[config.mk]
export PLATFORM = sky130hd
export DESIGN_NAME = group_reversal_stream
export DESIGN_NICKNAME = d
export VERILOG_FILES = /design/src/hdl/grs_pkg.sv /design/src/hdl/grs_ram.sv /design/src/hdl/grs_ctrl.sv /design/src/hdl/grs_outbuf.sv /design/src/hdl/group_reversal_stream.sv
export SDC_FILE = /design/constraint.sdc
export NUM_CORES = 1
export LEC_CHECK = 0
export CORE_MARGIN = 2
export CORE_UTILIZATION = 65
export CTS_CLUSTER_SIZE = 28
export DETAILED_ROUTE_END_ITERATION = 12
export DONT_BUFFER_PORTS = 1
export GPL_TIMING_DRIVEN = 0
export PLACE_DENSITY_LB_ADDON = 0.3
export SYNTH_ARGS = -nofsm -noshare
export SYNTH_HDL_FRONTEND = slang
export SYNTH_SLANG_ARGS = --single-unit
[constraint.sdc]
create_clock -name clk -period 10.4 [get_ports clk]
set_input_delay 0.52 -clock clk [delete_from_list [all_inputs] [get_ports clk]]
set_output_delay 0.52 -clock clk [all_outputs]
set_load 0.05 [all_outputs]
[src/hdl/grs_pkg.sv]
`default_nettype none

package grs_pkg;

    // default store depth and register reset value
    localparam int unsigned MAX_GROUP_DEF = 16;
    localparam int unsigned GS_W          = 5;
    localparam logic [GS_W-1:0] GS_RESET  = 5'd2;

    typedef struct packed {
        logic signed [31:0] data_value;
        logic               list_end;
    } in_item_t;

    typedef struct packed {
        logic signed [31:0] out_value;
        logic               run_last;
        logic               out_list_end;
    } out_item_t;

    // tag that travels with one read of the group store
    typedef struct packed {
        logic valid;
        logic run_last;
        logic out_list_end;
    } rd_tag_t;

    typedef enum logic {
        ST_IDLE,
        ST_DRAIN
    } ctrl_state_t;

endpackage

`default_nettype wire

[src/hdl/grs_ram.sv]
`default_nettype none

module grs_ram #(
    parameter int unsigned WIDTH = 32,
    parameter int unsigned DEPTH = 16
) (
    input  wire logic                     clk,
    input  wire logic                     we,
    input  wire logic [$clog2(DEPTH)-1:0] waddr,
    input  wire logic [WIDTH-1:0]         wdata,
    input  wire logic                     re,
    input  wire logic [$clog2(DEPTH)-1:0] raddr,
    output logic      [WIDTH-1:0]         rdata
);

    logic [WIDTH-1:0] mem [DEPTH];

    // one write port, one registered read port
    always_ff @(posedge clk)
    begin
        if (we)
        begin
            mem[waddr] <= wdata;
        end
        if (re)
        begin
            rdata <= mem[raddr];
        end
    end

endmodule

`default_nettype wire

[src/hdl/grs_ctrl.sv]
`default_nettype none

module grs_ctrl
    import grs_pkg::*;
#(
    parameter int unsigned MAX_GROUP = MAX_GROUP_DEF,
    localparam int unsigned ADDR_W = $clog2(MAX_GROUP),
    localparam int unsigned CNT_W  = $clog2(MAX_GROUP + 1)
) (
    input  wire logic              clk,
    input  wire logic              rst_n,
    input  wire logic              in_valid,
    output logic                   in_ready,
    input  wire in_item_t          in_data,
    input  wire logic              cfg_valid,
    output logic                   cfg_ready,
    input  wire logic [GS_W-1:0]   cfg_data,
    input  wire logic              space,
    output logic                   ram_we,
    output logic [ADDR_W-1:0]      ram_waddr,
    output logic [31:0]            ram_wdata,
    output logic                   ram_re,
    output logic [ADDR_W-1:0]      ram_raddr,
    output rd_tag_t                issue
);

    localparam int unsigned CMP_W = (CNT_W > GS_W) ? CNT_W : GS_W;

    ctrl_state_t       state_reg, state_next;
    logic [CNT_W-1:0]  fill_reg, fill_next;
    logic [CNT_W-1:0]  remain_reg, remain_next;
    logic [ADDR_W-1:0] addr_reg, addr_next;
    logic              rev_reg, rev_next;
    logic              end_reg, end_next;
    logic [GS_W-1:0]   gs_reg, gs_next;

    logic [CMP_W-1:0]  gs_ext;
    logic [CMP_W-1:0]  k_eff;
    logic [CMP_W-1:0]  n_ext;
    logic              accept;
    logic              do_rev;
    logic              do_emit;
    logic              last_rd;

    // group size decode and emit decision for the incoming item
    always_comb
    begin
        accept  = in_valid && in_ready;
        gs_ext  = CMP_W'(gs_reg);
        k_eff   = (gs_ext > CMP_W'(MAX_GROUP)) ? CMP_W'(MAX_GROUP) : gs_ext;
        n_ext   = CMP_W'(fill_reg) + CMP_W'(1);
        do_rev  = (k_eff >= CMP_W'(2)) && (n_ext >= k_eff);
        do_emit = do_rev || (k_eff <= CMP_W'(1)) || in_data.list_end;
        last_rd = (remain_reg == CNT_W'(1));
    end

    // next state
    always_comb
    begin
        state_next = state_reg;
        unique case (state_reg)
            ST_IDLE:
            begin
                if (accept && do_emit)
                begin
                    state_next = ST_DRAIN;
                end
            end
            ST_DRAIN:
            begin
                if (space && last_rd)
                begin
                    state_next = ST_IDLE;
                end
            end
            default:
            begin
                state_next = ST_IDLE;
            end
        endcase
    end

    // outputs and datapath registers
    always_comb
    begin
        in_ready    = (state_reg == ST_IDLE);
        cfg_ready   = 1'b1;
        ram_we      = accept;
        ram_waddr   = fill_reg[ADDR_W-1:0];
        ram_wdata   = in_data.data_value;
        ram_re      = 1'b0;
        ram_raddr   = addr_reg;
        issue       = '0;
        fill_next   = fill_reg;
        remain_next = remain_reg;
        addr_next   = addr_reg;
        rev_next    = rev_reg;
        end_next    = end_reg;
        gs_next     = (cfg_valid && cfg_ready) ? cfg_data : gs_reg;
        unique case (state_reg)
            ST_IDLE:
            begin
                if (accept)
                begin
                    if (do_emit)
                    begin
                        fill_next   = '0;
                        remain_next = fill_reg + CNT_W'(1);
                        addr_next   = do_rev ? fill_reg[ADDR_W-1:0] : '0;
                        rev_next    = do_rev;
                        end_next    = in_data.list_end;
                    end
                    else
                    begin
                        fill_next = fill_reg + CNT_W'(1);
                    end
                end
            end
            ST_DRAIN:
            begin
                if (space)
                begin
                    ram_re             = 1'b1;
                    issue.valid        = 1'b1;
                    issue.run_last     = last_rd;
                    issue.out_list_end = last_rd && end_reg;
                    remain_next        = remain_reg - CNT_W'(1);
                    addr_next          = rev_reg ? addr_reg - ADDR_W'(1)
                                                 : addr_reg + ADDR_W'(1);
                end
            end
            default:
            begin
                fill_next = fill_reg;
            end
        endcase
    end

    // control registers
    always_ff @(posedge clk or negedge rst_n)
    begin
        if (!rst_n)
        begin
            state_reg  <= ST_IDLE;
            fill_reg   <= '0;
            remain_reg <= '0;
            gs_reg     <= GS_RESET;
        end
        else
        begin
            state_reg  <= state_next;
            fill_reg   <= fill_next;
            remain_reg <= remain_next;
            gs_reg     <= gs_next;
        end
    end

    // read sequencing payload
    always_ff @(posedge clk)
    begin
        addr_reg <= addr_next;
        rev_reg  <= rev_next;
        end_reg  <= end_next;
    end

endmodule

`default_nettype wire

[src/hdl/grs_outbuf.sv]
`default_nettype none

module grs_outbuf
    import grs_pkg::*;
(
    input  wire logic        clk,
    input  wire logic        rst_n,
    input  wire rd_tag_t     issue,
    input  wire logic [31:0] rdata,
    output logic             space,
    output logic             out_valid,
    input  wire logic        out_ready,
    output out_item_t        out_data
);

    rd_tag_t   pend_reg;
    logic      out_valid_reg, out_valid_next;
    logic      skid_valid_reg, skid_valid_next;
    out_item_t out_reg, out_next;
    out_item_t skid_reg, skid_next;
    out_item_t arrive;
    logic      pop;
    logic [1:0] occ;

    // room check covers both entries and the read in flight
    always_comb
    begin
        pop    = out_valid_reg && out_ready;
        occ    = {1'b0, out_valid_reg} + {1'b0, skid_valid_reg} + {1'b0, pend_reg.valid};
        space  = pop ? (occ <= 2'd2) : (occ <= 2'd1);
        arrive = '{out_value: rdata, run_last: pend_reg.run_last,
                   out_list_end: pend_reg.out_list_end};
    end

    // two-entry queue: output register plus skid
    always_comb
    begin
        out_valid_next  = out_valid_reg;
        skid_valid_next = skid_valid_reg;
        out_next        = out_reg;
        skid_next       = skid_reg;
        priority if (pop && pend_reg.valid)
        begin
            if (skid_valid_reg)
            begin
                out_next  = skid_reg;
                skid_next = arrive;
            end
            else
            begin
                out_next = arrive;
            end
        end
        else if (pop)
        begin
            out_next        = skid_reg;
            out_valid_next  = skid_valid_reg;
            skid_valid_next = 1'b0;
        end
        else if (pend_reg.valid)
        begin
            if (!out_valid_reg)
            begin
                out_next       = arrive;
                out_valid_next = 1'b1;
            end
            else
            begin
                skid_next       = arrive;
                skid_valid_next = 1'b1;
            end
        end
    end

    always_ff @(posedge clk or negedge rst_n)
    begin
        if (!rst_n)
        begin
            pend_reg       <= '0;
            out_valid_reg  <= 1'b0;
            skid_valid_reg <= 1'b0;
        end
        else
        begin
            pend_reg       <= issue;
            out_valid_reg  <= out_valid_next;
            skid_valid_reg <= skid_valid_next;
        end
    end

    always_ff @(posedge clk)
    begin
        out_reg  <= out_next;
        skid_reg <= skid_next;
    end

    assign out_valid = out_valid_reg;
    assign out_data  = out_reg;

endmodule

`default_nettype wire

[src/hdl/group_reversal_stream.sv]
// group_reversal_stream: reverses a stream of 32-bit values in groups.
// Input channel in_valid/in_ready/in_data carries one value and a list_end
// flag per transfer. Output channel out_valid/out_ready/out_data carries one
// reordered value per transfer, with run_last on the last result of an input
// and out_list_end on the last result of a list. cfg_valid/cfg_ready/cfg_data
// writes the group size (0 or 1 passes values through, above MAX_GROUP acts
// as MAX_GROUP); it is always ready and is to be written only while the
// block idles, which the block itself does not enforce. An input that
// completes a group of n values holds off input until all n are read, since
// the single read port of the group store gives out one value per cycle
// while the output queue has room; other inputs leave it ready for the next.
// A two-entry output queue keeps reads going at one per cycle while the
// receiver takes data; when the receiver stalls, reads pause and the
// current result holds steady. Reset empties the store, drops results not
// yet taken and sets the group size to 2. The store needs no clearing pass.
`default_nettype none

module group_reversal_stream
    import grs_pkg::*;
#(
    parameter int unsigned MAX_GROUP = MAX_GROUP_DEF
) (
    input  wire logic            clk,
    input  wire logic            rst_n,
    input  wire logic            in_valid,
    output logic                 in_ready,
    input  wire in_item_t        in_data,
    output logic                 out_valid,
    input  wire logic            out_ready,
    output out_item_t            out_data,
    input  wire logic            cfg_valid,
    output logic                 cfg_ready,
    input  wire logic [GS_W-1:0] cfg_data
);

    localparam int unsigned ADDR_W = $clog2(MAX_GROUP);

    logic              space;
    logic              ram_we;
    logic [ADDR_W-1:0] ram_waddr;
    logic [31:0]       ram_wdata;
    logic              ram_re;
    logic [ADDR_W-1:0] ram_raddr;
    logic [31:0]       ram_rdata;
    rd_tag_t           issue;

    // sequencer: fill count, group size, read order
    grs_ctrl #(
        .MAX_GROUP (MAX_GROUP)
    ) u_ctrl (
        .clk       (clk),
        .rst_n     (rst_n),
        .in_valid  (in_valid),
        .in_ready  (in_ready),
        .in_data   (in_data),
        .cfg_valid (cfg_valid),
        .cfg_ready (cfg_ready),
        .cfg_data  (cfg_data),
        .space     (space),
        .ram_we    (ram_we),
        .ram_waddr (ram_waddr),
        .ram_wdata (ram_wdata),
        .ram_re    (ram_re),
        .ram_raddr (ram_raddr),
        .issue     (issue)
    );

    // group store
    grs_ram #(
        .WIDTH (32),
        .DEPTH (MAX_GROUP)
    ) u_store (
        .clk   (clk),
        .we    (ram_we),
        .waddr (ram_waddr),
        .wdata (ram_wdata),
        .re    (ram_re),
        .raddr (ram_raddr),
        .rdata (ram_rdata)
    );

    // output queue
    grs_outbuf u_outbuf (
        .clk       (clk),
        .rst_n     (rst_n),
        .issue     (issue),
        .rdata     (ram_rdata),
        .space     (space),
        .out_valid (out_valid),
        .out_ready (out_ready),
        .out_data  (out_data)
    );

endmodule

`default_nettype wire

==> results.yml <==
sta:
  rsz0062_at_grt: "false"
  period_needed_ns: 3.32
  finalSetupViolCount: 0
  slew_headroom: 0.203
  tightest_slew_ns: 1.20
  post-route-period-util: 0.319
  setup_tns_ns: 0
  hold_viol_final: 0
  skew_ns: 0.0238
  slew_viol_final: 0
  max_freq_ghz: 0.301
clock_network:
  clock_latency_ns: 0.62
  cts_tree: "yes"
  htree_levels: 2
  cts.sinks: 639
  path_clk_slew_ns: 0.06
  cts_buffers: 61
  hold_buffers: 36
  clk_path_buf_depth: 3
  cts_root_buf: "clkbuf_16"
  post_cts_buffers: 0
  post_cts_resize_count: 0
global_routing:
  grt_overflow: 0
  grt.total_usage: 0.315
  grt_pass1_wl_mm: 84.8
  grt_pass1_vias: 12200
  grt_max_degree: 25
  antenna_found_initial: 1
floorplanning:
  core_mm2: 0.0367
  row_count: 70
  ios: 80
  start_util: 0.662
  die_w_um: 197
  die_h_um: 197
  die_area_mm2: 0.0390
worst_setup_path:
  crit_top_cell: "clkbuf_1"
  crit_path_start_kind: "flip-flop"
  critPathCaptureType: "flip-flop"
  worstSetupPathType: "reg -> reg"
  path_cells: "clkbuf_1 > clkbuf_1 > inv_1 > fa_1 > xor2_1 > nor2_1 > a31o_1"
  max_stage_delay_ns: 0.79
  critical_path_arrival_ns: 3.69
  reg2regPathDepth: 7
  crit_required_ns: 10.77
  crit_path_max_fanout: 10
  cp_slowest_cell: "clkbuf_1"
route:
  post_drt_wl_per_cell_um: 34.9
  final_antenna_net_count: 0
  drt-initial-drc-count: 1645
  vias_per_cell: 7.06
  drtPass1Iterations: 5
  drc_errors: 0
  wirelength_mm: 58.7
  vias: 11900
pwr:
  irDropWorstVdd_v: 0.000164
  p_per_area_mw_per_mm2: 286
  leakage_uw: 0.00911
logic_synthesis:
  synth_edf_count: 618
  ys_top_cells_by_count: "edfxtp_1, mux4_2, mux2_1, clkbuf_1, nor2_1"
  synthFlopType: "edfxtp_1"
  netlist_area_mm2: 0.0243
  yosysWarnings: 0
  syn_inst: 1033
  yosysTopAreaCellShare: 0.763
  synth_area_leaders: "edfxtp_1, mux4_2, dfrtp_1"
  syn_avg_cell_area_um2: 23.5
  syn-num-nets: 1094
  synth_top_cell_by_area: "edfxtp_1"
  ys_ff_latch: 639
  synthArstFlopShare: 0.0329
  yosysUniqueCellTypes: 44
  synthMostInstantiatedCell: "edfxtp_1"
  synth-seq-area-share: 0.785
final_layout:
  fin_area_mm2: 0.0281
  nNetsFinal: 1224
  largest_reg_flops: 512
  area_delta_synth_final_pct: 15.5
  drive_gt1_frac: 0.276
place:
  port_buffers: 0
  hpwl_mm: 32.1
  place_congestion: 0.820
  dpl-instance-area_mm2: 0.0256
worst_hold_path:
  whs_path_depth: 2
  hold_path_class: "in -> reg"
job:
  drv_cap: 0
outcome:
  status: "finished clean"
[layout make-up]
cell class                      instances  area, µm²
Tap cell                              468        586
Inverter                               17       63.8
Antenna cell                            3       7.51
Clock inverter                         45        526
Multi-Input combinational cell        330       5030
Fill cell                            1730       8610
Clock buffer                           69       1600
Buffer                                 47        265
Sequential cell                       639      19100
Timing Repair Buffer                   67        923
[worst paths after layout]
kind                                          start                     to  slack (ns)
worst max register to register  u_ctrl.ram_raddr[1]    u_ctrl.ram_raddr[2]        7.08
worst min-delay path                      cfg_valid       u_ctrl.gs_ext[4]        0.02
worst min register to register    u_store.rdata[30]  u_outbuf.skid_reg[32]        0.45
worst max-delay path            u_ctrl.ram_raddr[1]    u_ctrl.ram_raddr[2]        7.08
min in group asynchronous                     rst_n   u_ctrl.remain_reg[4]        0.53
max in group asynchronous                     rst_n     u_ctrl.fill_reg[1]        9.25
[routing by layer]
metal,vias to the layer above,part of all wire,global-route usage
met4,0,0.034,0.107
met1,6254,0.37,0.431
met5,-,0,0
met3,141,0.11,0.0825
met2,872,0.49,0.505
li1,4625,-,-
[worst max-delay path, delay by kind of cell, from the launching register on]
family | cells | cell delay [ns]
buf+inv | 3 | 1.63
fa+ha+maj | 1 | 0.47
xor+xnor | 1 | 0.19
simple gates | 1 | 0.07
flops | 1 | 0.47
compound gates | 1 | 0.25
[where the power goes]
| part | total [µW] | switching, µW | internal (µW) |
|---|---|---|---|
| Combinational | 2020 | 1120 | 904 |
| Sequential | 3650 | 388 | 3260 |
| Clock | 2360 | 957 | 1400 |
[logic make-up (layout without fill, tap and decap cells)]
| family | after synthesis | after routing | share of synthesized area |
|---|---|---|---|
| buffers and inverters | 64 | 245 | 0.0135 |
| other | 1 | 4 | 0.000154 |
| adder cells (fa/ha/maj) | 18 | 18 | 0.00988 |
| AND/OR/NAND/NOR | 63 | 63 | 0.0118 |
| flip-flops | 639 | 639 | 0.785 |
| AO/OA/AOI/OAI | 44 | 44 | 0.0115 |
| multiplexers | 198 | 198 | 0.166 |
| XOR/XNOR | 6 | 6 | 0.00216 |
[cells in the final DEF (no fill, tap or decap), drive strengths merged, types with 4 or more instances in the layout]
cell type	netlist	routed
a21o	5	5
a21oi	11	11
a31o	4	4
buf	20	51
bufinv	0	12
clkbuf	27	96
clkinv	0	29
dfrtp	20	20
dlygate4sd3	0	36
edfxtp	618	618
ha	16	16
inv	17	18
mux2	38	38
mux4	160	160
nand2	19	19
nand2b	4	4
nor2	22	22
nor3	6	6
o21ai	11	11
xor2	4	4
[per-stage QoR]
stage	hold slack [ns]	setup slack, ns	util	power [µW]	cells
after floorplan	0.224	6.67	-	4980	1033
after global placement	0.225	3.61	0.678	5500	1501
after detailed placement	0.225	7.27	0.697	5600	1532
after CTS	0.0191	7.13	0.765	8030	1682
after global routing	0.0244	6.96	0.765	8260	1682
final	0.0216	7.08	0.765	8020	1685
Power figures use the tool's default switching activity.
